--- src/window_median_filter_macros.svh ---
// Assertion macros shared by the median filter modules.
`ifndef WINDOW_MEDIAN_FILTER_MACROS_SVH
`define WINDOW_MEDIAN_FILTER_MACROS_SVH
`ifndef SYNTH
`define WMF_CHECK(lbl, cond, msg) \
  lbl: assert property (@(posedge clk) disable iff (!rst_n) (cond)) else $error(msg);
`define WMF_CHECK_NEXT(lbl, ante, cons, msg) \
  lbl: assert property (@(posedge clk) disable iff (!rst_n) (ante) |=> (cons)) else $error(msg);
`else
`define WMF_CHECK(lbl, cond, msg)
`define WMF_CHECK_NEXT(lbl, ante, cons, msg)
`endif
`endif

--- src/wmf_pkg.sv ---
// Types and constants of the window median filter.
package wmf_pkg;

  localparam int MAX_WIDTH  = 1024;
  localparam int MAX_WINDOW = 5;
  localparam int MAX_HEIGHT = 4096;
  localparam int HALF_MAX   = MAX_WINDOW / 2;

  localparam int DATA_W     = 32;
  localparam int IMG_W_W    = 11;
  localparam int IMG_H_W    = 13;
  localparam int WIN_W      = 3;
  localparam int CFG_IDX_W  = 2;
  localparam int CFG_DATA_W = 13;

  localparam int COL_W      = $clog2(MAX_WIDTH);
  localparam int ROW_W      = $clog2(MAX_HEIGHT);
  localparam int SLOT_W     = $clog2(MAX_WINDOW);
  localparam int HALF_W     = $clog2(HALF_MAX + 1);
  localparam int NUM_BANKS  = MAX_WINDOW * MAX_WINDOW;
  localparam int BANK_W     = $clog2(NUM_BANKS);
  localparam int BANK_DEPTH = (MAX_WIDTH + MAX_WINDOW - 1) / MAX_WINDOW;
  localparam int BANK_AW    = $clog2(BANK_DEPTH);
  localparam int MAX_LAG    = HALF_MAX * MAX_WIDTH + HALF_MAX;
  localparam int PEND_W     = $clog2(MAX_LAG + 2);

  // a result holds its credit from input transfer to output transfer
  localparam int FIFO_DEPTH = 8;
  localparam int FIFO_AW    = $clog2(FIFO_DEPTH);
  localparam int FIFO_CW    = $clog2(FIFO_DEPTH + 1);

  localparam logic [CFG_IDX_W-1:0] REG_IMAGE_WIDTH   = 2'd0;
  localparam logic [CFG_IDX_W-1:0] REG_IMAGE_HEIGHT  = 2'd1;
  localparam logic [CFG_IDX_W-1:0] REG_WINDOW_WIDTH  = 2'd2;
  localparam logic [CFG_IDX_W-1:0] REG_WINDOW_HEIGHT = 2'd3;

  localparam logic [IMG_W_W-1:0] RST_IMAGE_WIDTH  = 11'd640;
  localparam logic [IMG_H_W-1:0] RST_IMAGE_HEIGHT = 13'd480;
  localparam logic [WIN_W-1:0]   RST_WINDOW       = 3'd3;

  typedef struct packed {
    logic                 we;
    logic [BANK_W-1:0]    bank;
    logic [BANK_AW-1:0]   addr;
    logic [DATA_W-1:0]    data;
  } wmf_wr_t;

  typedef struct packed {
    logic                 valid;
    logic [NUM_BANKS-1:0] mask;
    logic [BANK_W-1:0]    centre;
    logic [BANK_W-1:0]    target;
    logic                 inwin;
    logic                 last;
  } wmf_meta_t;

  typedef logic [MAX_WINDOW-1:0][BANK_AW-1:0] wmf_col_addr_t;
  typedef logic [NUM_BANKS-1:0][DATA_W-1:0]   wmf_window_t;

endpackage

--- src/wmf_out_fifo.sv ---
// Result queue between the median pipeline and the output stream.
`include "window_median_filter_macros.svh"
module wmf_out_fifo (
  input  logic                       clk,
  input  logic                       rst_n,
  input  logic                       push,
  input  logic [wmf_pkg::DATA_W-1:0] push_value,
  input  logic                       push_last,
  input  logic                       pop,
  output logic                       head_valid,
  output logic [wmf_pkg::DATA_W-1:0] head_value,
  output logic                       head_last
);

  logic [wmf_pkg::DATA_W:0]       mem_r [wmf_pkg::FIFO_DEPTH];
  logic [wmf_pkg::FIFO_AW-1:0]    wp_r, rp_r;
  logic [wmf_pkg::FIFO_CW-1:0]    cnt_r;
  logic                           do_pop;

  assign head_valid = (cnt_r != '0);
  assign do_pop     = pop && head_valid;
  assign head_value = mem_r[rp_r][wmf_pkg::DATA_W-1:0];
  assign head_last  = mem_r[rp_r][wmf_pkg::DATA_W];

  always_ff @(posedge clk) begin
    if (push) begin
      mem_r[wp_r] <= {push_last, push_value};
    end
  end

  always_ff @(posedge clk) begin
    if (!rst_n) begin
      wp_r  <= '0;
      rp_r  <= '0;
      cnt_r <= '0;
    end else begin
      if (push) begin
        wp_r <= wp_r + 1'b1;
      end
      if (do_pop) begin
        rp_r <= rp_r + 1'b1;
      end
      if (push && !do_pop) begin
        cnt_r <= cnt_r + 1'b1;
      end else if (!push && do_pop) begin
        cnt_r <= cnt_r - 1'b1;
      end
    end
  end

  `WMF_CHECK(a_no_overflow, !(push && !do_pop && (cnt_r == wmf_pkg::FIFO_CW'(wmf_pkg::FIFO_DEPTH))), "result queue overflow")

endmodule

--- config.mk ---
export PLATFORM = sky130hd
export DESIGN_NAME = wmf_out_fifo
export DESIGN_NICKNAME = d
export VERILOG_FILES = /design/src/wmf_pkg.sv /design/src/wmf_out_fifo.sv
export VERILOG_INCLUDE_DIRS = /design/src /design/src/src
export SDC_FILE = /design/constraint.sdc
export NUM_CORES = 1
export LEC_CHECK = 0
export ABC_AREA = 0
export BUFFER_PORTS_ARGS = -buffer_cell sky130_fd_sc_hd__buf_2
export CAP_MARGIN = 20
export CORE_ASPECT_RATIO = 1.4
export CORE_MARGIN = 1.5
export CORE_UTILIZATION = 44
export CTS_CLUSTER_SIZE = 30
export DETAILED_ROUTE_END_ITERATION = 6
export PLACE_DENSITY = 0.64
export SLEW_MARGIN = 20
export SYNTH_ARGS = -nofsm -noshare
export SYNTH_HDL_FRONTEND = slang
export SYNTH_SLANG_ARGS = --single-unit
--- constraint.sdc ---
create_clock -name clk -period 3.71 [get_ports clk]
set_clock_uncertainty 0.05 [all_clocks]
set_input_delay 0.742 -clock clk [delete_from_list [all_inputs] [get_ports clk]]
set_output_delay 0.742 -clock clk [all_outputs]
set_load 0.05 [all_outputs]
==> results of run 1 <==
stage by stage:
step / hold WS [ps] / total power [uW]
global route: 436.3 / 8679
detailed placement: 420.2 / 5806
global placement: 412.0 / 5769
finish: 425.7 / 8370
CTS: 428.7 / 8455
floorplan: 390.4 / 5350
final timing paths:
| check | endpoint | slack (ps) | start |
|---|---|---|---|
| max | head_value[12] | 410 | flip-flop |
| min | cnt_r[3] | 430 | cnt_r[3] |
| max reg2reg | cnt_r[3] | 1180 | cnt_r[1] |
| min reg2reg | cnt_r[3] | 430 | cnt_r[3] |
registers in the layout, summed over array words and instances, names as in the netlist, named ones only:
signal  count
wp_r        3
cnt_r       4
rp_r        3
mem_r     264
cell type report:
type / instances / share of cell area [%]
clock inverters: 18 / 1.512
repair buffers: 87 / 4.688
inverters: 1 / 0.03044
well taps: 306 / 3.105
flip-flops and latches: 277 / 66.48
multi-input cells: 152 / 18.64
clock buffers: 29 / 5.541
power breakdown:
| group | switching [uW] | internal, uW | total (uW) |
|---|---|---|---|
| clock | 1070 | 1600 | 2660 |
| combinational | 1170 | 859 | 2020 |
| sequential | 139 | 3540 | 3680 |
| total | 2370 | 6000 | 8370 |
logic make-up (layout without fill, tap and decap cells):
group | after synthesis | in the layout
AO/OA/AOI/OAI | 5 | 5
XOR/XNOR | 6 | 6
adder cells (fa/ha/maj) | 6 | 6
buffers and inverters | 21 | 135
flip-flops | 277 | 277
multiplexers | 102 | 102
AND/OR/NAND/NOR | 33 | 33
cells in the final DEF (no fill, tap or decap), types with 2 or more instances in the layout:
cell type | synthesis | layout
dfxtp_4 | 0 | 2
mux2_2 | 33 | 33
nand2_1 | 7 | 7
ha_1 | 5 | 5
buf_2 | 6 | 70
mux2i_1 | 3 | 3
clkbuf_1 | 8 | 2
clkinv_1 | 0 | 8
nor2b_1 | 2 | 2
nand2b_1 | 4 | 4
buf_4 | 0 | 9
nor3_2 | 0 | 2
clkbuf_16 | 0 | 27
nor2_4 | 0 | 6
buf_12 | 0 | 8
edfxtp_1 | 264 | 264
mux4_2 | 60 | 60
and2_1 | 7 | 7
mux4_1 | 6 | 6
xnor2_1 | 5 | 5
clkinv_2 | 0 | 4
nand3_1 | 3 | 3
bufinv_16 | 0 | 4
dfxtp_1 | 13 | 10
routing by layer:
| metal | wire length [um] | global-route usage (%) | up-vias |
|---|---|---|---|
| met5 | 21 | 0 | - |
| met4 | 275 | 4.130 | 4 |
| met3 | 854 | 2.954 | 26 |
| met2 | 10170 | 28.56 | 89 |
| met1 | 7947 | 20.10 | 2459 |
| li1 | - | - | 2075 |
worst max-delay path: cells and delay by family, from the launching register on:
| kind | cells | cell delay, ps |
|---|---|---|
| muxes | 2 | 840 |
| DFF | 1 | 580 |
| buffers and inverters | 2 | 560 |
==> summary.txt, run 1 <==
Floorplanning
  • Initial core utilization: 45.17%
  • Die area: 24940 um2
  • Core area: 23370 um2
  • Die height: 186.3 um
  • Die Wd: 133.9 um
  • # rows: 66
  • Top-level port count: 71

Clock tree
  • Clock sinks: 277
  • CTS root buf: clkbuf_16
  • Post-CTS resize count: 0
  • H-tree lvl count: 1
  • CTS tree: done
  • Hold bufs inserted after CTS: 0
  • CTS clk-pin slew, worst paths: 60 ps
  • Postcts setup bufs: 0
  • Cts bufs inserted: 26
  • Max Root-Sink Buffers: 3
  • Clk Latency, worst-skew pair: 510 ps

Synth
  • Ys async rst share: 0%
  • Synth Warn #: 0
  • Netlist cell types: 28
  • Top-area cell type share of the netlist area: 75.11%
  • Combinational family with the most area after synthesis: multiplexers
  • Synth Area in Simple Gates: 1.577%
  • Synthesized area per cell: 23.46 um2
  • Post-Syn Area: 10560 um2
  • Post-synthesis adder-cell area fraction: 0.7824%
  • Post-synthesis mux area share: 18.10%
  • Post-Syn Instances: 450
  • Count leader, synth: edfxtp_1
  • Post-synth EDFFs: 264
  • Synthesized flop and latch total: 277
  • Seq/Total Area, Yosys: 77.57%
  • Cell taking the most area after synthesis: edfxtp_1
  • Compound-Gate Fraction of Synth Area: 0.2963%
  • Synth top area cells: edfxtp_1 (75%), mux4_2 (13%), mux2_2 (3.5%), dfxtp_1 (2.5%), mux4_1 (1.5%)
  • Syn_nets: 493
  • Synth cell count leaders: edfxtp_1 (264), mux4_2 (60), mux2_2 (33)
  • Ys flop type: edfxtp_1
  • Post-Synth XOR/XNOR Area: 0.4979%

Run status
  • Status: complete, no violations

Worst setup path
  • Worst path slowest cell: dfxtp_4
  • Crit path max fanout: 18
  • Max stage delay on crit path: 580 ps
  • Setup crit start kind: flip-flop
  • Crit end category: primary output
  • Reg2Reg Depth: 9
  • Kind of critical path: flip-flop to primary output
  • Worst Path Required: 2920 ps
  • Crit path DAT: 2500 ps
  • Crit path cell chain: buf_4 -> mux4_2 -> mux2_2 -> buf_2

Detailed routing
  • DRT Pass-1 Iters: 4
  • DR WL/cell: 22.15 um
  • Detail Route Antenna Nets: 0
  • DR vias/cell: 5.348
  • DRC: 0
  • Drt total wl: 19.27 mm
  • Iter 0 DRT Violations: 417
  • Routed vias: 4653

Placed design
  • Port bufs: 70
  • Placed Area: 11460 um2
  • Placed Cells: 823
  • Final Wtd Congestion: 0.6929
  • HPWL Detailed: 11.28 mm
  • Place WS: 905.1 ps

Power
  • Maximum VDD drop: 407.1 uV
  • Leak Pwr: 0.003968 uW
  • Power Dens Cells: 678.9 nW/um2

Timing
  • Worst rel slew slack: 54.59%
  • Setup TNS Final: 0 ps
  • Fmax: 303.4 MHz
  • RSZ-0062 raised after global routing: false
  • Slew @ Worst Pin: 679.5 ps
  • Minimum clock period after layout: 3296 ps
  • # setup viols final: 0
  • Fin. max-slew vios: 0
  • Tcrit/Tclk final: 88.83%
  • Fin. Hold Viols: 0
  • PnR worst setup slack: 414.4 ps

Flow run
  • Max cap viols: 0

Finish
  • P&R area growth vs syn: 16.81%
  • Fin nets: 588
  • Post-layout instance area: 12330 um2
  • Fin util: 52.76%
  • FF/Latch Area: 8197 um2
  • Number of fill cells: 1765
  • Multi-input gate area: 2298 um2
  • Share of cells above drive strength 1: 40.43%
  • Diode count: 0
  • Final non-filler cell total: 870

Global routing
  • Initial antenna violation count: 2
  • First-pass GRT wire length: 29.28 mm
  • Vias in the first global route: 5068
  • GR Overflow Total: 0
  • Total GRT Usage: 15.95%
  • Largest net degree at the start of global routing: 38

Hold path
  • Hold Path Stages: 2
  • HP Class: flip-flop to flip-flop
(Power assumes the default switching activity.)
==> run 2, diff against run 1 <==
--- a/config.mk
+++ b/config.mk
@@ -6,7 +6,7 @@
 export SDC_FILE = /design/constraint.sdc
 export NUM_CORES = 1
 export LEC_CHECK = 0
-export ABC_AREA = 0
+export ABC_AREA = 1
 export BUFFER_PORTS_ARGS = -buffer_cell sky130_fd_sc_hd__buf_2
 export CAP_MARGIN = 20
 export CORE_ASPECT_RATIO = 1.4
@@ -15,6 +15,7 @@
 export CTS_CLUSTER_SIZE = 30
 export DETAILED_ROUTE_END_ITERATION = 6
 export PLACE_DENSITY = 0.64
+export RECOVER_POWER = 100
 export SLEW_MARGIN = 20
 export SYNTH_ARGS = -nofsm -noshare
 export SYNTH_HDL_FRONTEND = slang
==> summary.txt, run 2 <==
Synth
  • Post-synth EDFFs: 264 (unchanged)
  • Synthesized flop and latch total: 277 (unchanged)
  • Synth cell count leaders: nor2_1 (280), edfxtp_1 (264), nand2_1 (184)
  • Post-Syn Instances: 966 (+110%)
  • Synthesized area per cell: 11.55 um2 (-51%)
  • Cell taking the most area after synthesis: edfxtp_1
  • Netlist cell types: 19 (-32%)
  • Syn_nets: 1009 (+100%)
  • Ys flop type: edfxtp_1
  • Seq/Total Area, Yosys: 73.40% (-4.2 points)
  • Count leader, synth: nor2_1
  • Ys async rst share: 0% (unchanged)
  • Synth Warn #: 0 (unchanged)
  • Post-Syn Area: 11150 um2 (+5.7%)
  • Synth top area cells: edfxtp_1 (71%), nor2_1 (9.4%), nand2_1 (6.2%), o21ai_1 (4.6%), dfxtp_1 (2.3%)
  • Top-area cell type share of the netlist area: 71.07% (-4.0 points)

Detailed routing
  • Routed vias: 6992 (+50%)
  • DR WL/cell: 17.38 um (-22%)
  • DR vias/cell: 5.115 (-4.4%)
  • Iter 0 DRT Violations: 580 (+39%)
  • DRC: 0 (unchanged)
  • Detail Route Antenna Nets: 0 (unchanged)
  • Drt total wl: 23.76 mm (+23%)
  • DRT Pass-1 Iters: 5 (+1)

Worst setup path
  • Setup crit start kind: flip-flop
  • FF-to-FF End: mem_r[1][26]
  • Kind of critical path: flip-flop to primary output
  • Reg-to-reg slack, setup: 580 ps (-600 ps)
  • Reg2Reg Depth: 4 (-5)
  • Crit path max fanout: 37 (+19)
  • Crit end category: primary output
  • CP endpoint: head_value[3]
  • Worst Path Required: 2920 ps (about the same)
  • Reg-to-Reg Start: wp_r[1]
  • Crit path DAT: 2590 ps (+90 ps)

Floorplanning
  • Top-level port count: 71 (unchanged)
  • Core area: 24760 um2 (+5.9%)
  • Die area: 26330 um2 (+5.6%)
  • Die height: 191.4 um (+2.8%)
  • Initial core utilization: 45.05% (-0.11 points)
  • # rows: 68 (+3.0%)
  • Die Wd: 137.6 um (+2.7%)

Timing
  • Worst hold slack: 454.8 ps (+29.07 ps)
  • Minimum clock period after layout: 3383 ps (+87.04 ps)
  • Worst rel slew slack: -45.59% (-100 points)
  • Fmax: 295.6 MHz (-2.6%)
  • Fin. max-slew vios: 38 (+38)
  • Fin. Hold Viols: 0 (unchanged)
  • # setup viols final: 0 (unchanged)
  • Setup TNS Final: 0 ps (unchanged)
  • Slew @ Worst Pin: 2176 ps (+1496 ps)
  • RSZ-0062 raised after global routing: false
  • Tcrit/Tclk final: 91.18% (+2.3 points)
  • PnR worst setup slack: 327.4 ps (-87.04 ps)

Power
  • Leak Pwr: 0.004483 uW (+13%)
  • Power Dens Cells: 665.6 nW/um2 (-2.0%)
  • Maximum VDD drop: 373.2 uV (-8.3%)

Flow run
  • Max cap viols: 2 (+2)

Finish
  • Top reg by flops: mem_r
  • Fin util: 50.53% (-2.2 points)
  • P&R area growth vs syn: 12.15%
  • Share of cells above drive strength 1: 6.470% (-34 points)
  • Max FFs per register: 264 (unchanged)
  • Most frequent cells in the layout: nor2_1 (276), edfxtp_1 (264), nand2_1 (184)
  • Biggest regs: mem_r: 264 flops, cnt_r: 4 flops
  • Most common cell after layout, fill and taps aside: nor2_1
  • Fin nets: 1076 (+83%)

Global routing
  • Largest net degree at the start of global routing: 133 (+250%)
  • First-pass GRT wire length: 37.58 mm (+28%)
  • Total GRT Usage: 18.70% (+2.8 points)
  • GR Overflow Total: 0 (unchanged)
  • Vias in the first global route: 6893 (+36%)
  • Initial antenna violation count: 2 (unchanged)

Hold path
  • HP Class: flip-flop to flip-flop

Run status
  • Status: finished with violations
  • Failing checks: capacitance limit, slew limit

Placed design
  • Place WS: 1053 ps (+148.3 ps)
  • Final Wtd Congestion: 0.7444 (+7.4%)
  • Port bufs: 70 (unchanged)
  • HPWL Detailed: 12.76 mm (+13%)

Clock tree
  • CTS clk-pin slew, worst paths: 60 ps (about the same)
  • Max Root-Sink Buffers: 3 (unchanged)
  • CTS root buf: clkbuf_16
  • H-tree lvl count: 1 (unchanged)
  • Post-CTS resize count: 0 (unchanged)
  • Clock sinks: 277 (unchanged)
  • Postcts setup bufs: 0 (unchanged)
  • CTS tree: done
  • Cts bufs inserted: 25 (-3.8%)
  • Clk Latency, worst-skew pair: 510 ps (about the same)
  • Hold bufs inserted after CTS: 0 (unchanged)
run 2: worst min path at each step:
stage                               from           end  slack (ps)  depth (start not counted)
after floorplan                  rp_r[1]     flip-flop         410                          2
after global placement           wp_r[0]       wp_r[0]         440                          2
after detailed placement         rp_r[1]     flip-flop         440                          2
after CTS                 push_value[15]  mem_r[4][15]         430                          1
after global routing               rst_n      cnt_r[1]         490                          3
final                            wp_r[0]       wp_r[0]         450                          2
run 2: final cells by class:
type | count | area (um2)
fillers | 2175 | 12250
flip-flops and latches | 277 | 8193
multi-input cells | 625 | 2640
clock buffers | 31 | 668.1
repair buffers | 90 | 435.4
well taps | 315 | 394.1
clock inverters | 14 | 123.9
inverters | 14 | 52.55
diodes | 1 | 2.502
run 2: metrics by stage:
step                total power [uW]  instances  area [um2]
finish                          8327       1367       12510
global route                    8729       1367       12510
CTS                             8443       1366       12650
detailed placement              5963       1321       11860
global placement                5938       1321       11860
floorplan                       5446        966       11150
run 2: kinds of logic after synthesis:
group | share of synthesized area (%)
simple gates | 16.00
flops | 73.40
compound gates | 6.506
buf+inv | 3.197
fa+ha+maj | 0.7403
xor+xnor | 0.1571
run 2: where the power goes:
group	internal (uW)	leakage, uW	switching (uW)	total [uW]
combinational	542	0.00159	1710	2250
sequential	3530	0.00251	43.7	3570
clock	1420	0.000386	1080	2500
run 2: per-layer routing:
| layer | track usage (%) | up-vias | part of all wire [%] | wire length [um] |
|---|---|---|---|---|
| met2 | 32.77 | 141 | 51 | 12070 |
| met4 | 5.344 | 2 | 1.9 | 453 |
| met5 | 0 | - | 0.055 | 13 |
| met3 | 2.652 | 32 | 4.5 | 1069 |
| li1 | - | 3428 | - | - |
| met1 | 24.03 | 3389 | 43 | 10150 |
run 2: worst max-delay path: stages, from the launching register on:
cell and delay [ps]:
dfxtp_4 350, inv_2 480, buf_4 400, o21ai_0 140, nand2_1 80, nand2_1 50
nand2_1 100, clkbuf_1 470
==> run 3, diff against run 2 <==
--- a/config.mk
+++ b/config.mk
@@ -14,7 +14,7 @@
 export CORE_UTILIZATION = 44
 export CTS_CLUSTER_SIZE = 30
 export DETAILED_ROUTE_END_ITERATION = 6
-export PLACE_DENSITY = 0.64
+export PLACE_DENSITY = 0.62
 export RECOVER_POWER = 100
 export SLEW_MARGIN = 20
 export SYNTH_ARGS = -nofsm -noshare
==> constraint.sdc (replaced) <==
create_clock -name clk -period 4.04 [get_ports clk]
set_clock_uncertainty 0.05 [all_clocks]
set_input_delay 0.808 -clock clk [delete_from_list [all_inputs] [get_ports clk]]
set_output_delay 0.808 -clock clk [all_outputs]
set_load 0.05 [all_outputs]
==> summary.txt, run 3 (synthesis results as in run 2) <==
Worst setup path
  • Kind of critical path: flip-flop to primary output
  • Max stage delay on crit path: 680 ps (+200 ps)
  • Setup crit start kind: flip-flop
  • Crit end category: primary output
  • Crit path cell chain: buf_6 -> nor2_1 -> nor2_1 -> o21ai_0 -> nand2_1 -> nand2_1 -> nand2_1 -> clkbuf_2
  • Worst Path Required: 3180 ps (+260 ps)
  • CP most frequent cell: nand2_1
  • Crit path DAT: 2700 ps (+110 ps)
  • Crit path max fanout: 102 (+180%)
  • Worst path slowest cell: buf_6

Detailed routing
  • DRC: 0 (unchanged)
  • DR WL/cell: 17.06 um (-1.8%)
  • DRT Pass-1 Iters: 4 (-1)
  • Drt total wl: 23.22 mm (-2.3%)
  • Iter 0 DRT Violations: 536 (-7.6%)
  • Routed vias: 7013 (+0.30%)
  • Detail Route Antenna Nets: 0 (unchanged)
  • DR vias/cell: 5.153 (+0.74%)

Power
  • Maximum VDD drop: 422.8 uV (+13%)
  • Leak Pwr: 0.004478 uW (-0.12%)
  • Power Dens Cells: 602.0 nW/um2 (-9.6%)

Floorplanning
  • Die area: 26330 um2 (unchanged)
  • Initial core utilization: 45.05% (unchanged)
  • Die height: 191.4 um (unchanged)
  • Die Wd: 137.6 um (unchanged)
  • Core area: 24760 um2 (unchanged)
  • Top-level port count: 71 (unchanged)
  • # rows: 68 (unchanged)

Timing
  • RSZ-0062 raised after global routing: false
  • # setup viols final: 0 (unchanged)
  • Fin. Hold Viols: 0 (unchanged)
  • Tcrit/Tclk final: 88.05%
  • Worst hold slack: 430.5 ps (-24.35 ps)
  • Slew @ Worst Pin: 2567 ps (+390.8 ps)
  • Worst rel slew slack: -71.10% (-26 points)
  • Fin. max-slew vios: 225 (+490%)
  • PnR worst setup slack: 482.8 ps (+155.4 ps)
  • Setup TNS Final: 0 ps (unchanged)
  • Minimum clock period after layout: 3557 ps
  • Fmax: 281.1 MHz

Finish
  • Most frequent cells in the layout: nor2_1 (275), edfxtp_1 (264), nand2_1 (184)
  • Fin util: 50.13% (-0.39 points)
  • Most common cell after layout, fill and taps aside: nor2_1
  • Max FFs per register: 264 (unchanged)
  • Fin nets: 1072 (-0.37%)
  • Diode count: 0 (-1)
  • Share of cells above drive strength 1: 7.744% (+1.3 points)
  • Top reg by flops: mem_r
  • P&R area growth vs syn: 11.27%
  • Number of fill cells: 2205 (+1.4%)
  • Biggest regs: mem_r: 264 flops, cnt_r: 4 flops

Clock tree
  • Postcts setup bufs: 0 (unchanged)
  • CTS clk-pin slew, worst paths: 60 ps (about the same)
  • Clk Latency, worst-skew pair: 500 ps (about the same)
  • Cts bufs inserted: 25 (unchanged)
  • Clock sinks: 277 (unchanged)
  • Post-CTS resize count: 0 (unchanged)
  • Max Root-Sink Buffers: 3 (unchanged)
  • CTS root buf: clkbuf_16
  • CTS tree: done
  • Hold bufs inserted after CTS: 0 (unchanged)
  • H-tree lvl count: 1 (unchanged)

Run status
  • Status: finished with violations
  • Failing checks: capacitance limit, slew limit

Placed design
  • Place WS: 1227 ps (+173.8 ps)
  • Final Wtd Congestion: 0.7403 (-0.55%)
  • Port bufs: 70 (unchanged)
  • HPWL Detailed: 12.41 mm (-2.8%)

Flow run
  • Max cap viols: 8 (+6)

Hold path
  • HP Class: flip-flop to flip-flop

Global routing
  • Vias in the first global route: 7083 (+2.8%)
  • GR Overflow Total: 0 (unchanged)
  • Total GRT Usage: 18.38% (-0.32 points)
  • Largest net degree at the start of global routing: 103 (-23%)
  • First-pass GRT wire length: 36.85 mm (-2.0%)
  • Initial antenna violation count: 0 (-2)
## run 3: cell types whose count changed in the layout (fill, tap and decap cells not counted), sizes merged
cell / previous run / this run
clkbuf: 103 / 92
clkinv: 10 / 7
diode: 1 / 0
buf: 18 / 31
clkinvlp: 2 / 0
bufinv: 2 / 0
## run 3: critical path, delay by kind of cell (launching register included)
kind | cells | cell delay (ps)
buffers and inverters | 2 | 970
AND/OR/NAND/NOR | 5 | 510
flip-flops | 1 | 580
AO/OA/AOI/OAI | 1 | 90
## run 3: through the flow
stage / std cells / area (um2) / power [uW]
floorplan: 966 / 11150 / 5001
global placement: 1317 / 11810 / 5430
detailed placement: 1317 / 11810 / 5459
CTS: 1361 / 12520 / 7572
global route: 1361 / 12410 / 7873
finish: 1361 / 12410 / 7472
## run 3: worst paths after layout
check | startpoint | end | slack (ps) | depth (start not counted)
max | flip-flop | head_value[14] | 480 | 8
max reg2reg | wp_r[0] | mem_r[1][21] | 700 | 3
min reg2reg | rp_r[1] | flip-flop | 430 | 2
min | rp_r[1] | flip-flop | 430 | 2
## run 3: report_power, final
part	leakage, uW	total, uW	internal (uW)	switching (uW)
sequential	0.00251	3310	3240	68.6
combinational	0.00162	2040	506	1540
clock	0.000347	2120	1160	955
## run 3: metal layers
layer	vias up	GRT usage (%)	share of wire [%]
met5	-	0	0
li1	3415	-	-
met3	47	2.811	5.2
met1	3391	22.30	41
met4	0	6.559	2.9
met2	160	32.85	51
## run 3: cell type report
type / count / area, um2 / share of cell area, %
Inverter: 14 / 53.80 / 0.4335
Timing Repair Buffer: 86 / 412.9 / 3.327
Tap cell: 315 / 394.1 / 3.175
Clock inverter: 7 / 33.78 / 0.2722
Clock buffer: 37 / 680.7 / 5.484
Sequential cell: 277 / 8194 / 66.02
Multi-Input combinational cell: 625 / 2643 / 21.29
