**config.mk**
```make
export PLATFORM = sky130hd
export DESIGN_NAME = wmf_ctrl
export DESIGN_NICKNAME = d
export VERILOG_FILES = /design/src/wmf_pkg.sv /design/src/wmf_ctrl.sv
export VERILOG_INCLUDE_DIRS = /design/src /design/src/src
export SDC_FILE = /design/constraint.sdc
export NUM_CORES = 1
export LEC_CHECK = 0
export BUFFER_PORTS_ARGS = -buffer_cell sky130_fd_sc_hd__buf_2
export CAP_MARGIN = 5
export CELL_PAD_IN_SITES_DETAIL_PLACEMENT = 1
export CELL_PAD_IN_SITES_GLOBAL_PLACEMENT = 1
export CORE_MARGIN = 4
export CORE_UTILIZATION = 35
export DETAILED_ROUTE_END_ITERATION = 12
export PLACE_DENSITY = 0.68
export SYNTH_ARGS = -nofsm -noshare
export SYNTH_HDL_FRONTEND = slang
export SYNTH_SLANG_ARGS = --single-unit
```
**constraint.sdc**
```tcl
create_clock -name clk -period 5.6 [get_ports clk]
set_clock_uncertainty 0.15 [all_clocks]
set_input_delay 0.28 -clock clk [delete_from_list [all_inputs] [get_ports clk]]
set_output_delay 0.28 -clock clk [all_outputs]
set_load 0.01 [all_outputs]
```
**src/window_median_filter_macros.svh**
```systemverilog
// Assertion macros shared by the median filter modules.
`ifndef WINDOW_MEDIAN_FILTER_MACROS_SVH
`define WINDOW_MEDIAN_FILTER_MACROS_SVH
`ifndef SYNTH
`define WMF_CHECK(lbl, cond, msg) \
  lbl: assert property (@(posedge clk) disable iff (!rst_n) (cond)) else $error(msg);
`define WMF_CHECK_NEXT(lbl, ante, cons, msg) \
  lbl: assert property (@(posedge clk) disable iff (!rst_n) (ante) |=> (cons)) else $error(msg);
`else
`define WMF_CHECK(lbl, cond, msg)
`define WMF_CHECK_NEXT(lbl, ante, cons, msg)
`endif
`endif

```
**src/wmf_pkg.sv**
```systemverilog
// Types and constants of the window median filter.
package wmf_pkg;

  localparam int MAX_WIDTH  = 1024;
  localparam int MAX_WINDOW = 5;
  localparam int MAX_HEIGHT = 4096;
  localparam int HALF_MAX   = MAX_WINDOW / 2;

  localparam int DATA_W     = 32;
  localparam int IMG_W_W    = 11;
  localparam int IMG_H_W    = 13;
  localparam int WIN_W      = 3;
  localparam int CFG_IDX_W  = 2;
  localparam int CFG_DATA_W = 13;

  localparam int COL_W      = $clog2(MAX_WIDTH);
  localparam int ROW_W      = $clog2(MAX_HEIGHT);
  localparam int SLOT_W     = $clog2(MAX_WINDOW);
  localparam int HALF_W     = $clog2(HALF_MAX + 1);
  localparam int NUM_BANKS  = MAX_WINDOW * MAX_WINDOW;
  localparam int BANK_W     = $clog2(NUM_BANKS);
  localparam int BANK_DEPTH = (MAX_WIDTH + MAX_WINDOW - 1) / MAX_WINDOW;
  localparam int BANK_AW    = $clog2(BANK_DEPTH);
  localparam int MAX_LAG    = HALF_MAX * MAX_WIDTH + HALF_MAX;
  localparam int PEND_W     = $clog2(MAX_LAG + 2);

  // a result holds its credit from input transfer to output transfer
  localparam int FIFO_DEPTH = 8;
  localparam int FIFO_AW    = $clog2(FIFO_DEPTH);
  localparam int FIFO_CW    = $clog2(FIFO_DEPTH + 1);

  localparam logic [CFG_IDX_W-1:0] REG_IMAGE_WIDTH   = 2'd0;
  localparam logic [CFG_IDX_W-1:0] REG_IMAGE_HEIGHT  = 2'd1;
  localparam logic [CFG_IDX_W-1:0] REG_WINDOW_WIDTH  = 2'd2;
  localparam logic [CFG_IDX_W-1:0] REG_WINDOW_HEIGHT = 2'd3;

  localparam logic [IMG_W_W-1:0] RST_IMAGE_WIDTH  = 11'd640;
  localparam logic [IMG_H_W-1:0] RST_IMAGE_HEIGHT = 13'd480;
  localparam logic [WIN_W-1:0]   RST_WINDOW       = 3'd3;

  typedef struct packed {
    logic                 we;
    logic [BANK_W-1:0]    bank;
    logic [BANK_AW-1:0]   addr;
    logic [DATA_W-1:0]    data;
  } wmf_wr_t;

  typedef struct packed {
    logic                 valid;
    logic [NUM_BANKS-1:0] mask;
    logic [BANK_W-1:0]    centre;
    logic [BANK_W-1:0]    target;
    logic                 inwin;
    logic                 last;
  } wmf_meta_t;

  typedef logic [MAX_WINDOW-1:0][BANK_AW-1:0] wmf_col_addr_t;
  typedef logic [NUM_BANKS-1:0][DATA_W-1:0]   wmf_window_t;

endpackage

```
**src/wmf_ctrl.sv**
```systemverilog
// Configuration registers, raster positions, lag count and window addressing.
`include "window_median_filter_macros.svh"
module wmf_ctrl (
  input  logic                           clk,
  input  logic                           rst_n,
  input  logic                           cfg_valid,
  input  logic [wmf_pkg::CFG_IDX_W-1:0]  cfg_index,
  input  logic [wmf_pkg::CFG_DATA_W-1:0] cfg_data,
  input  logic                           acc,
  input  logic                           func,
  input  logic [wmf_pkg::DATA_W-1:0]     sample,
  output wmf_pkg::wmf_wr_t               wr,
  output wmf_pkg::wmf_meta_t             meta,
  output wmf_pkg::wmf_col_addr_t         col_addr
);

  localparam int MW = wmf_pkg::MAX_WINDOW;
  localparam int HM = wmf_pkg::HALF_MAX;

  logic [wmf_pkg::IMG_W_W-1:0] img_w_r;
  logic [wmf_pkg::IMG_H_W-1:0] img_h_r;
  logic [wmf_pkg::WIN_W-1:0]   win_w_r, win_h_r;

  logic [wmf_pkg::COL_W-1:0]   in_col_r, in_col_nxt, out_col_r, out_col_nxt;
  logic [wmf_pkg::BANK_AW-1:0] in_q_r, in_q_nxt, out_q_r, out_q_nxt;
  logic [wmf_pkg::SLOT_W-1:0]  in_m_r, in_m_nxt, out_m_r, out_m_nxt;
  logic [wmf_pkg::ROW_W-1:0]   in_row_r, in_row_nxt, out_row_r, out_row_nxt;
  logic [wmf_pkg::SLOT_W-1:0]  in_slot_r, in_slot_nxt, out_slot_r, out_slot_nxt;
  logic [wmf_pkg::PEND_W-1:0]  pending_r, pending_nxt;

  logic [wmf_pkg::IMG_W_W-1:0] w;
  logic [wmf_pkg::IMG_H_W-1:0] h;
  logic [wmf_pkg::HALF_W-1:0]  hx, hy;
  logic [wmf_pkg::PEND_W-1:0]  d;
  logic                        pixel, emit;
  logic [MW-1:0]               colmask, rowmask;
  logic [wmf_pkg::BANK_W-1:0]  n_win;

  // effective sizes
  always_comb begin
    if (img_w_r == '0) begin
      w = wmf_pkg::IMG_W_W'(1);
    end else if (img_w_r > wmf_pkg::IMG_W_W'(wmf_pkg::MAX_WIDTH)) begin
      w = wmf_pkg::IMG_W_W'(wmf_pkg::MAX_WIDTH);
    end else begin
      w = img_w_r;
    end
    if (img_h_r == '0) begin
      h = wmf_pkg::IMG_H_W'(1);
    end else if (img_h_r > wmf_pkg::IMG_H_W'(wmf_pkg::MAX_HEIGHT)) begin
      h = wmf_pkg::IMG_H_W'(wmf_pkg::MAX_HEIGHT);
    end else begin
      h = img_h_r;
    end
    hx = (win_w_r[2:1] > 2'(HM)) ? wmf_pkg::HALF_W'(HM) : wmf_pkg::HALF_W'(win_w_r[2:1]);
    hy = (win_h_r[2:1] > 2'(HM)) ? wmf_pkg::HALF_W'(HM) : wmf_pkg::HALF_W'(win_h_r[2:1]);
    d  = wmf_pkg::PEND_W'(hy) * wmf_pkg::PEND_W'(w) + wmf_pkg::PEND_W'(hx);
  end

  assign pixel = !func;
  assign emit  = pixel ? ((pending_r + 1'b1) > d) : (pending_r != '0);

  // window addressing for the output position
  always_comb begin
    logic [3:0] t;
    logic [3:0] rt;
    logic [3:0] u;
    col_addr = '0;
    colmask  = '0;
    rowmask  = '0;
    for (int m = 0; m < MW; m++) begin
      t = 4'(m) + 4'(MW + HM) - 4'(out_m_r);
      if (t >= 4'(2 * MW)) begin
        t = t - 4'(2 * MW);
      end else if (t >= 4'(MW)) begin
        t = t - 4'(MW);
      end
      colmask[m] = (t + 4'(hx) >= 4'(HM)) && (t <= 4'(HM) + 4'(hx));
      rt = t + 4'(out_m_r);
      if (rt < 4'(HM)) begin
        col_addr[m] = out_q_r - 1'b1;
      end else if (rt >= 4'(MW + HM)) begin
        col_addr[m] = out_q_r + 1'b1;
      end else begin
        col_addr[m] = out_q_r;
      end
    end
    for (int s = 0; s < MW; s++) begin
      u = 4'(s) + 4'(MW) - 4'(out_slot_r);
      if (u >= 4'(MW)) begin
        u = u - 4'(MW);
      end
      rowmask[s] = (u <= 4'(hy)) || (u >= 4'(MW) - 4'(hy));
    end
  end

  assign n_win = wmf_pkg::BANK_W'({hy, 1'b1}) * wmf_pkg::BANK_W'({hx, 1'b1});

  always_comb begin
    meta.valid = acc && emit;
    for (int s = 0; s < MW; s++) begin
      for (int m = 0; m < MW; m++) begin
        meta.mask[s * MW + m] = rowmask[s] && colmask[m];
      end
    end
    meta.centre = wmf_pkg::BANK_W'(out_slot_r) * wmf_pkg::BANK_W'(MW)
                + wmf_pkg::BANK_W'(out_m_r);
    meta.target = n_win >> 1;
    meta.inwin  = (wmf_pkg::IMG_H_W'(out_row_r) >= wmf_pkg::IMG_H_W'(hy))
               && (wmf_pkg::IMG_H_W'(out_row_r) + wmf_pkg::IMG_H_W'(hy) < h)
               && (wmf_pkg::IMG_W_W'(out_col_r) >= wmf_pkg::IMG_W_W'(hx))
               && (wmf_pkg::IMG_W_W'(out_col_r) + wmf_pkg::IMG_W_W'(hx) < w);
    meta.last   = (wmf_pkg::IMG_H_W'(out_row_r) == h - 1'b1)
               && (wmf_pkg::IMG_W_W'(out_col_r) == w - 1'b1);
    wr.we   = acc && pixel;
    wr.bank = wmf_pkg::BANK_W'(in_slot_r) * wmf_pkg::BANK_W'(MW) + wmf_pkg::BANK_W'(in_m_r);
    wr.addr = in_q_r;
    wr.data = sample;
  end

  // position counters
  always_comb begin
    in_col_nxt   = in_col_r;
    in_q_nxt     = in_q_r;
    in_m_nxt     = in_m_r;
    in_row_nxt   = in_row_r;
    in_slot_nxt  = in_slot_r;
    out_col_nxt  = out_col_r;
    out_q_nxt    = out_q_r;
    out_m_nxt    = out_m_r;
    out_row_nxt  = out_row_r;
    out_slot_nxt = out_slot_r;
    pending_nxt  = pending_r;
    if (acc && pixel) begin
      if (wmf_pkg::IMG_W_W'(in_col_r) + 1'b1 >= w) begin
        in_col_nxt  = '0;
        in_q_nxt    = '0;
        in_m_nxt    = '0;
        in_slot_nxt = (in_slot_r == wmf_pkg::SLOT_W'(MW - 1)) ? '0 : in_slot_r + 1'b1;
        in_row_nxt  = (wmf_pkg::IMG_H_W'(in_row_r) + 1'b1 >= h) ? '0 : in_row_r + 1'b1;
      end else begin
        in_col_nxt = in_col_r + 1'b1;
        if (in_m_r == wmf_pkg::SLOT_W'(MW - 1)) begin
          in_m_nxt = '0;
          in_q_nxt = in_q_r + 1'b1;
        end else begin
          in_m_nxt = in_m_r + 1'b1;
        end
      end
    end
    if (acc && emit) begin
      if (wmf_pkg::IMG_W_W'(out_col_r) + 1'b1 >= w) begin
        out_col_nxt  = '0;
        out_q_nxt    = '0;
        out_m_nxt    = '0;
        out_slot_nxt = (out_slot_r == wmf_pkg::SLOT_W'(MW - 1)) ? '0 : out_slot_r + 1'b1;
        out_row_nxt  = (wmf_pkg::IMG_H_W'(out_row_r) + 1'b1 >= h) ? '0 : out_row_r + 1'b1;
      end else begin
        out_col_nxt = out_col_r + 1'b1;
        if (out_m_r == wmf_pkg::SLOT_W'(MW - 1)) begin
          out_m_nxt = '0;
          out_q_nxt = out_q_r + 1'b1;
        end else begin
          out_m_nxt = out_m_r + 1'b1;
        end
      end
    end
    if (acc) begin
      if (pixel && !emit) begin
        pending_nxt = pending_r + 1'b1;
      end else if (!pixel && emit) begin
        pending_nxt = pending_r - 1'b1;
      end
    end
  end

  always_ff @(posedge clk) begin
    if (!rst_n) begin
      img_w_r    <= wmf_pkg::RST_IMAGE_WIDTH;
      img_h_r    <= wmf_pkg::RST_IMAGE_HEIGHT;
      win_w_r    <= wmf_pkg::RST_WINDOW;
      win_h_r    <= wmf_pkg::RST_WINDOW;
      in_col_r   <= '0;
      in_q_r     <= '0;
      in_m_r     <= '0;
      in_row_r   <= '0;
      in_slot_r  <= '0;
      out_col_r  <= '0;
      out_q_r    <= '0;
      out_m_r    <= '0;
      out_row_r  <= '0;
      out_slot_r <= '0;
      pending_r  <= '0;
    end else if (cfg_valid) begin
      unique case (cfg_index)
        wmf_pkg::REG_IMAGE_WIDTH:   img_w_r <= cfg_data[wmf_pkg::IMG_W_W-1:0];
        wmf_pkg::REG_IMAGE_HEIGHT:  img_h_r <= cfg_data[wmf_pkg::IMG_H_W-1:0];
        wmf_pkg::REG_WINDOW_WIDTH:  win_w_r <= cfg_data[wmf_pkg::WIN_W-1:0];
        wmf_pkg::REG_WINDOW_HEIGHT: win_h_r <= cfg_data[wmf_pkg::WIN_W-1:0];
        default: ;
      endcase
      // any register write restarts the frame
      in_col_r   <= '0;
      in_q_r     <= '0;
      in_m_r     <= '0;
      in_row_r   <= '0;
      in_slot_r  <= '0;
      out_col_r  <= '0;
      out_q_r    <= '0;
      out_m_r    <= '0;
      out_row_r  <= '0;
      out_slot_r <= '0;
      pending_r  <= '0;
    end else begin
      in_col_r   <= in_col_nxt;
      in_q_r     <= in_q_nxt;
      in_m_r     <= in_m_nxt;
      in_row_r   <= in_row_nxt;
      in_slot_r  <= in_slot_nxt;
      out_col_r  <= out_col_nxt;
      out_q_r    <= out_q_nxt;
      out_m_r    <= out_m_nxt;
      out_row_r  <= out_row_nxt;
      out_slot_r <= out_slot_nxt;
      pending_r  <= pending_nxt;
    end
  end

  `WMF_CHECK(a_pending_in_lag, pending_r <= d, "pending count beyond the output lag")
  `WMF_CHECK(a_cols_in_row, (wmf_pkg::IMG_W_W'(in_col_r) < w) && (wmf_pkg::IMG_W_W'(out_col_r) < w), "column past row end")

endmodule

```
==> results of run 1 <==
[worst max-delay path, delay by kind of cell (launching register included)]
kind	cells	cell delay, ns
compound gates	9	1.88
fa+ha+maj	4	1.34
simple gates	5	0.85
xor+xnor	1	0.10
flops	1	0.34
buf+inv	4	0.33
[timing repair]
item | CTS | global route
pin swaps | 16 | 63
gates cloned | 0 | 1
setup endpoints to repair | 38 | 49
setup buffers | 14 | 12
hold endpoints to repair | 0 | 0
resized for setup | 9 | 84
[power by group through the flow]
stage	clock network [mW]	registers [mW]	logic (mW)
after floorplan	0	0.758	0.620
after global placement	0	0.766	0.860
after detailed placement	0	0.768	0.889
after CTS	0.678	0.751	0.903
after global routing	0.707	0.755	1.07
final	0.658	0.752	0.968
[final cells by class]
class                           instances  area [sq um]
Clock buffer                           10           239
Inverter                               91           344
Tap cell                              518           648
Timing Repair Buffer                  193          1270
Clock inverter                          6          56.3
Fill cell                            4724         23100
Multi-Input combinational cell       1456         11000
Sequential cell                       100          2000
[Yosys cell counts, types with 15 or more instances]
master    number
a211oi_1      21
o21ai_0       55
inv_1         86
o22ai_1       25
nor2b_1       26
xnor2_1       85
dfxtp_1      100
fa_1          19
a21o_1        23
nand3_1       67
xor2_1        65
a21boi_0      25
nor2_1       140
or3_1         16
nor3_1        32
nand2_1      181
nand4_1       24
o31ai_1       19
o211ai_1      15
and3_1        22
mux2i_1       34
buf_4         35
a21oi_1      116
ha_1         217
nand2b_1      21
clkbuf_1      85
[layer usage]
metal,share of wire [%],wire length [um],vias to the layer above
met4,1.5,652,0
met5,0,0,-
met1,47,20600,6563
met3,2.9,1290,43
met2,49,21700,205
li1,-,-,6478
[placed cells by master, fill, tap and decap left out, drive strengths merged, types with 25 or more instances in the layout]
cell type / n
dfxtp: 100
buf: 192
a21oi: 117
nor2b: 26
xnor2: 85
inv: 89
nor2: 140
nand2: 181
ha: 217
nand3: 67
o22ai: 25
nor3: 34
xor2: 65
mux2i: 34
a21boi: 25
o21ai: 57
[sequential cells by signal (all words and copies together) (netlist names), 8 cells and up]
signal,cells
img_w_r,11
img_h_r,13
in_col_r,10
out_q_r,8
out_row_r,12
pending_r,12
out_col_r,10
in_q_r,8
[worst paths after layout]
check / from / to / slack, ns / depth (start not counted)
worst max-delay path: img_w_r[6] / meta[37] / -0.03 / 23
worst min-delay path: cfg_data[5] / img_h_r[5] / 0.01 / 3
worst max register to register: img_w_r[6] / out_m_r[2] / -0.01 / 24
worst min register to register: in_col_r[9] / in_col_r[9] / 0.34 / 2
[per-stage QoR]
step                hold WS (ns)  setup WS [ns]  cell area [sq um]
floorplan                  0.254         0.0194              13700
global placement           0.308        0.00664              14700
detailed placement         0.331         -0.183              14700
CTS                      0.00371         0.0148              15100
global route              0.0249         -0.302              15600
finish                   0.00994        -0.0343              15600
[kinds of logic (layout without fill, tap and decap cells)]
logic type,count (synthesis),after routing
DFF,100,100
AOI/OAI and AO/OA,407,407
and+or+nand+nor,619,619
adders and majority gates,236,236
xor gates and xnor gates,151,151
other,1,1
muxes,42,42
buffers and inverters,225,300
==> qor.csv, run 1 <==
metric;value;unit
Die Y;206;um
Crit Path Class;flop to primary output;
Power Internal;1.46;mW
Num CTS Buffers;9;
H-tree depth;3;
total track usage;20.5;%
Non-Filler Instances;2374;
max-slew violations;0;
Starting DRT DRC Count;559;
Routed WL;44300;um
Clock Sink Count;100;
Max rail drop VDD;0.000143;V
Max Cap Violations;0;
antenna-violating nets left;0;
crit path DAT;5.20;ns
Vias/cell;5.60;
P per Cell Area;153;nW/um^2
CTS tree;yes;
I/O Buffers;110;
antenna violations before repair;0;
vias;13289;
post-synth net total;2069;
Ports;176;
placed insts;2332;
die width;206;um
adder and majority gate portion of the synthesized area;22.6;%
part of the cycle the worst path needs;101;%
Synth Area per Inst;7.69;sq um
ranking of synthesized cells by area;ha_1, dfxtp_1, xnor2_1;
net switching power;0.915;mW
global-route met1 utilization;27.2;%
failing checks;negative setup slack;
cell count after synthesis;1781;
n_diodes;0;
drt pass-1 iters;6;
Final #Nets;2139;
number of global-route vias before repair;13854;
hold_buf cts;0;
async set-reset flop share out of synthesis;0;%
headroom to the max-slew limit;19.9;%
Post-synth EDFFs;0;
leading area contributor after synthesis;ha_1;
startpoint class of the critical path;flop;
GR met2 Demand/Resource;36.4;%
final hold viol count;0;
wire per inst;18.6;um
Layout area overhead;13.5;%
setup ws final;-0.0343;ns
CP endpoint kind;primary output;
Top FF cell, synth;dfxtp_1;
XOR/XNOR Fraction of Synth Area;9.75;%
Synth Area in Compound Gates;20.0;%
Hold Crit Class;input port to flop;
CP peak stage delay;0.52;ns
mux cell area share after synthesis;3.14;%
outcome;finished, violations left;
post-synth top area share;19.8;%
Rows;72;
Critical Path RT;5.17;ns
Worst-Margin Slew;1.20;ns
CP Max Fanout;3;
largest net degree at the start of global routing;54;
global route overflow;0;
Cell Chain, Critical Path;nor4_4, a31oi_2, nor2_2, nand2_2, fa_1, inv_2, ha_4, fa_2, a21o_1, a21oi_2, o21bai_1, a2111oi_2, o31ai_1, a21oi_1, xnor2_1, ha_1, nand4_1, a211oi_2, o41a_1, nand2_2, inv_4, buf_6, buf_6;
Comb pwr share;40.7;%
RSZ-0062 raised after global routing;true;
crit path time final;5.63;ns
#FFs+latches synth;100;
global placement routability congestion;0.872;
post-synth cell types;90;
fin util;40.2;%
clock latency on the worst-skew pair;0.37;ns
Cell Area, Synth;13700;sq um
share of layout cells above drive strength 1;16.9;%
Reg power frac;31.6;%
GRT busiest layer;met2;
DRC viols;0;
CORE AREA;38600;sq um
Pwr Total;2.38;mW
clk buf depth;2;
Setup-failing EPs final;2;
root buf cell;clkbuf_16;
GRT met3 Usage;1.86;%
sequential share of the synthesized area;14.6;%
Total Die Area;42400;sq um
CTS clk-pin slew, worst paths;0.08;ns
switch share;38.5;%
Max Clock Freq;177;MHz
post-detail-place hpwl;34000;um
yosys warns;0;
Crit-path slowest cell;fa_1;
Post-Synth Simple-Gate Area;22.6;%
setup TNS;-0.0433;ns
effective utilization at floorplan;35.4;%
global-route wire length before repair;72400;um
clock network fraction of design power;27.7;%
largest family of logic cells by synthesized area;simple AND/OR/NAND/NOR gates;
Static Leak;6.97;nW
(Power assumes the default switching activity.)
==> inputs of run 2 (changes only) <==
--- a/config.mk
+++ b/config.mk
@@ -11,9 +11,9 @@
 export CELL_PAD_IN_SITES_DETAIL_PLACEMENT = 1
 export CELL_PAD_IN_SITES_GLOBAL_PLACEMENT = 1
 export CORE_MARGIN = 4
-export CORE_UTILIZATION = 35
+export CORE_UTILIZATION = 44
 export DETAILED_ROUTE_END_ITERATION = 12
-export PLACE_DENSITY = 0.68
+export PLACE_DENSITY = 0.8
 export SYNTH_ARGS = -nofsm -noshare
 export SYNTH_HDL_FRONTEND = slang
 export SYNTH_SLANG_ARGS = --single-unit
==> constraint.sdc (replaced) <==
create_clock -name clk -period 6.7 [get_ports clk]
set_clock_uncertainty 0.15 [all_clocks]
set_input_delay 0.335 -clock clk [delete_from_list [all_inputs] [get_ports clk]]
set_output_delay 0.335 -clock clk [all_outputs]
set_load 0.01 [all_outputs]
==> qor.csv, run 2 (synthesis results as in run 1) <==
metric;value;unit;change
outcome;completed;;
Vias/cell;5.97;;+6.7%
delay-heaviest family, CP;compound AO/OA/AOI/OAI gates;;
Reg with most FFs;img_h_r;;
wire per inst;18.8;um;+0.79%
CP peak stage delay;0.51;ns;about the same
net switching power;0.727;mW;-21%
headroom to the max-slew limit;16.5;%;-3.4 points
Power Internal;1.16;mW;-21%
part of the cycle the worst path needs;93.0;%;
clock latency on the worst-skew pair;0.37;ns;about the same
Hold Worst Slack;0.0639;ns;+0.0540 ns
clk buf depth;2;;unchanged
Rows;64;;-11%
root buf cell;clkbuf_16;;
CORE AREA;30700;sq um;-21%
Comb pwr share;38.5;%;-2.2 points
startpoint class of the critical path;flop;;
Reg power frac;33.5;%;+1.9 points
Crit Path Class;flop to primary output;;
antenna-violating nets left;0;;unchanged
die width;184;um;-10%
global placement routability congestion;0.843;;-3.3%
Routed WL;41400;um;-6.4%
I/O Buffers;110;;unchanged
commonest non-fill, non-tap cell in the layout;ha_1;;
largest net degree at the start of global routing;54;;unchanged
number of global-route vias before repair;13654;;-1.4%
post-detail-place hpwl;32000;um;-5.9%
global-route wire length before repair;68200;um;-5.8%
Static Leak;6.68;nW;-4.1%
Crit-path slowest cell;fa_1;;
Cell Chain, Critical Path;nor4_4, a31oi_1, nor2_1, buf_4, nand2_1, fa_1, inv_1, ha_1, fa_1, a21o_1, a21oi_1, o21bai_1, a2111oi_2, o31ai_1, a21oi_1, xnor2_1, ha_1, nand4_1, a211oi_1, o41a_1, nand2_1, clkinvlp_4, buf_2;;
setup TNS;0;ns;+0.0433 ns
CP endpoint kind;primary output;;
global route overflow;0;;unchanged
CTS clk-pin slew, worst paths;0.08;ns;about the same
Final #Nets;2091;;-2.2%
share of layout cells above drive strength 1;11.4;%;-5.5 points
CTS tree;yes;;
Max rail drop VDD;0.000116;V;-18%
Total Die Area;34000;sq um;-20%
Critical Path RT;6.21;ns;+1.04 ns
effective utilization at floorplan;44.7;%;+9.2 points
Starting DRT DRC Count;700;;+25%
switch share;38.5;%;+0.078 points
CP Max Fanout;12;;+9
Ports;176;;unchanged
final hold viol count;0;;unchanged
clock network fraction of design power;28.0;%;+0.3 points
H-tree depth;3;;unchanged
Num CTS Buffers;9;;unchanged
antenna violations before repair;0;;unchanged
Max Clock Freq;160;MHz;
Buf/Inv on CP;4;;unchanged
Max Cap Violations;0;;unchanged
Largest regs;img_h_r (13), out_row_r (12), pending_r (12);;
DRC viols;0;;unchanged
crit path time final;6.23;ns;
crit path DAT;5.75;ns;+0.55 ns
Clock Sink Count;100;;unchanged
most frequent cells in the layout;ha_1, nand2_1, nor2_1;;
Setup-failing EPs final;0;;-2
Die Y;184;um;-10%
drt pass-1 iters;5;;-1
P per Cell Area;128;nW/um^2;-16%
max reg flops;13;;unchanged
vias;13161;;-0.96%
total track usage;23.9;%;+3.4 points
max-slew violations;0;;unchanged
fillcell total;3873;;-18%
Layout area overhead;7.16;%;
Hold Crit Class;input port to flop;;
Worst-Margin Slew;1.25;ns;+0.0504 ns
n_diodes;0;;unchanged
==> run 2: area by class of cell <==
class                      count  area [sq um]  area share (%)
sequential                   100          2000            13.6
clock inverter                 6          56.3           0.384
clock buffer                  10           229            1.56
timing repair buffer         145           813            5.54
multi-input combinational   1456         10700            73.2
inverter                      91           345            2.35
tap                          396           495            3.38
==> run 2: final timing paths <==
kind | cells past startpoint | slack (ns) | startpoint | end
max | 23 | 0.47 | img_w_r[7] | meta[37]
min | 3 | 0.06 | cfg_data[8] | img_h_r[8]
max reg2reg | 25 | 0.64 | img_w_r[7] | out_row_r[6]
min reg2reg | 2 | 0.33 | win_w_r[1] | win_w_r[1]
==> run 2: what timing repair did <==
action,CTS,global route
buffers inserted,0,6
resized for setup,0,3
hold buffers,0,0
setup endpoints to repair,0,26
==> run 2: per-layer routing <==
metal	share of wire (%)	GRT usage, %
met1	47	31.6
met2	47	41.3
met3	3.9	2.41
met4	2.0	7.10
met5	0	0
==> run 2: tightest hold or removal path, cell delays in order <==
cell     delay, ns
buf_2         0.10
nand2_1       0.05
nand3_1       0.07
==> run 2: through the flow <==
| step | power (mW) | worst slack (ns) | utilization [%] | cell area (sq um) | cells |
|---|---|---|---|---|---|
| floorplan | 1.15 | 0.659 | - | 13700 | 1781 |
| global placement | 1.33 | 0.547 | 46.8 | 14300 | 2182 |
| detailed placement | 1.36 | 0.320 | 46.8 | 14300 | 2182 |
| CTS | 1.90 | 0.101 | 47.7 | 14600 | 2198 |
| global route | 2.01 | -0.00383 | 47.9 | 14700 | 2204 |
| finish | 1.89 | 0.467 | 47.9 | 14700 | 2204 |
==> run 2: power groups by stage <==
| stage | Sequential (mW) | Clock (mW) | Combinational [mW] |
|---|---|---|---|
| 2_1_floorplan | 0.633 | 0 | 0.515 |
| 3_3_place_gp | 0.644 | 0 | 0.688 |
| 3_5_place_dp | 0.645 | 0 | 0.716 |
| 4_1_cts | 0.631 | 0.544 | 0.721 |
| 5_1_grt | 0.634 | 0.564 | 0.808 |
| 6_report | 0.632 | 0.527 | 0.727 |
==> inputs of run 3 (changes only) <==
--- a/config.mk
+++ b/config.mk
@@ -13,7 +13,7 @@
 export CORE_MARGIN = 4
 export CORE_UTILIZATION = 44
 export DETAILED_ROUTE_END_ITERATION = 12
-export PLACE_DENSITY = 0.8
+export PLACE_DENSITY = 0.86
 export SYNTH_ARGS = -nofsm -noshare
 export SYNTH_HDL_FRONTEND = slang
 export SYNTH_SLANG_ARGS = --single-unit
==> qor.csv, run 3 (synthesis results as in run 1) <==
metric;value;unit;change
outcome;completed;;
Reg area;2000;sq um;unchanged
Hold Worst Slack;0.0617;ns;-0.00220 ns
part of the cycle the worst path needs;94.6;%;+1.5 points
Reg with most FFs;img_h_r;;
Cell Chain, Critical Path;nor4_4, a31oi_1, nor2_1, buf_4, nand2_1, fa_1, inv_1, ha_1, fa_1, a21o_1, a21oi_1, o21bai_1, a2111oi_2, o31ai_1, a21oi_1, xnor2_1, ha_1, nand4_1, a211oi_2, o41a_1, nand2_1, clkinvlp_4, buf_2;;
CP peak stage delay;0.51;ns;about the same
total track usage;24.7;%;+0.75 points
global-route wire length before repair;70400;um;+3.2%
Num CTS Buffers;9;;unchanged
root buf cell;clkbuf_16;;
Max rail drop VDD;0.000119;V;+2.2%
GRT busiest layer;met2;;
GR met2 Demand/Resource;43.0;%;+1.7 points
Buf/Inv on CP;4;;unchanged
Max Clock Freq;158;MHz;-1.6%
Pwr Total;1.90;mW;+0.73%
P per Cell Area;130;nW/um^2;+0.85%
Max Cap Violations;0;;unchanged
Routed WL;42700;um;+3.2%
final hold viol count;0;;unchanged
Critical Path RT;6.21;ns;about the same
CP endpoint kind;primary output;;
number of global-route vias before repair;13958;;+2.2%
effective utilization at floorplan;44.7;%;unchanged
max-slew violations;0;;unchanged
crit path DAT;5.85;ns;+0.10 ns
vias;13385;;+1.7%
headroom to the max-slew limit;15.9;%;-0.63 points
drt pass-1 iters;5;;unchanged
H-tree depth;3;;unchanged
CTS clk-pin slew, worst paths;0.08;ns;about the same
post-detail-place hpwl;32400;um;+1.2%
global-route met1 utilization;32.0;%;+0.31 points
CTS tree;yes;;
antenna violations before repair;0;;unchanged
Total Die Area;34000;sq um;unchanged
startpoint class of the critical path;flop;;
Vias/cell;6.08;;+1.9%
Static Leak;6.66;nW;-0.37%
Post-DP Area;14300;sq um;unchanged
DRC viols;0;;unchanged
most frequent cells in the layout;ha_1, nand2_1, nor2_1;;
Crit Path Class;flop to primary output;;
clk buf depth;2;;unchanged
Worst-Margin Slew;1.26;ns;+0.00935 ns
Die Y;184;um;unchanged
Layout area overhead;7.03;%;
Largest regs;img_h_r (13), out_row_r (12), pending_r (12);;
Finished Cell Area;14700;sq um;-0.12%
GRT met3 Usage;2.43;%;+0.020 points
setup ws final;0.363;ns;-0.104 ns
CP Max Fanout;8;;-4
n_diodes;0;;unchanged
Rows;64;;unchanged
max reg flops;13;;unchanged
Crit-path slowest cell;fa_1;;
RSZ-0062 raised after global routing;true;;
clock latency on the worst-skew pair;0.38;ns;about the same
Final #Nets;2087;;-0.19%
die width;184;um;unchanged
CORE AREA;30700;sq um;unchanged
commonest non-fill, non-tap cell in the layout;ha_1;;
area used by multi-input combinational logic;10700;sq um;about the same
Ports;176;;unchanged
I/O Buffers;110;;unchanged
global placement routability congestion;0.905;;+7.4%
global route overflow;0;;unchanged
Starting DRT DRC Count;768;;+9.7%
fillcell total;3849;;-0.62%
share of layout cells above drive strength 1;11.4;%;-0.085 points
Setup-failing EPs final;0;;unchanged
antenna-violating nets left;0;;unchanged
Clock Sink Count;100;;unchanged
delay-heaviest family, CP;compound AO/OA/AOI/OAI gates;;
Hold Crit Class;input port to flop;;
wire per inst;19.4;um;+3.4%
crit path time final;6.34;ns;+0.104 ns
dpl ws;0.228;ns;-0.0926 ns
largest net degree at the start of global routing;54;;unchanged
[run 3: cell types whose count changed in the layout (fill, tap and decap cells not counted), sizes merged]
cell,before,now
clkbuf,10,11
buf,145,141
clkinvlp,2,4
clkinv,7,4
[run 3: final cells by class]
class	count	area share, %
Inverter	91	2.36
Clock inverter	5	0.307
Sequential cell	100	13.7
Clock buffer	11	1.66
Multi-Input combinational cell	1456	73.3
Timing Repair Buffer	141	5.34
Tap cell	396	3.38
[run 3: worst paths after layout]
check,depth (start not counted),startpoint,endpoint,slack [ns]
worst max-delay path,23,img_w_r[7],meta[37],0.36
worst min-delay path,3,cfg_data[11],img_h_r[11],0.06
worst max register to register,25,img_w_r[7],out_row_r[6],0.49
worst min register to register,2,win_w_r[1],win_w_r[1],0.33
[run 3: stage by stage]
| stage | instances | utilization [%] | setup TNS [ns] |
|---|---|---|---|
| 6_report | 2200 | 47.8 | 0 |
| 4_1_cts | 2198 | 47.7 | 0 |
| 3_5_place_dp | 2182 | 46.8 | 0 |
| 2_1_floorplan | 1781 | - | 0 |
| 5_1_grt | 2200 | 47.8 | -0.0438 |
| 3_3_place_gp | 2182 | 46.8 | 0 |
[run 3: timing repair]
| action | in CTS | in global routing |
|---|---|---|
| resized for setup | 1 | 4 |
| setup buffers | 0 | 2 |
| setup endpoints to repair | 1 | 40 |
| hold buffers | 0 | 0 |
[run 3: routing by layer]
layer	vias to the layer above	share of wire [%]
met5	-	0
met4	0	2.4
met3	82	4.0
met2	352	49
met1	6591	45
li1	6360	-
[run 3: report_power, final]
group          internal, mW  leakage (nW)  total, mW  switching [mW]
combinational         0.288          5.71      0.725           0.437
sequential            0.607         0.809      0.629          0.0221
clock                 0.269         0.132      0.545           0.277
[run 3: worst min-delay path, delay by kind of cell]
kind / cells / cell delay (ns)
compound gates: 1 / 0.06
buf+inv: 1 / 0.09
simple gates: 1 / 0.04
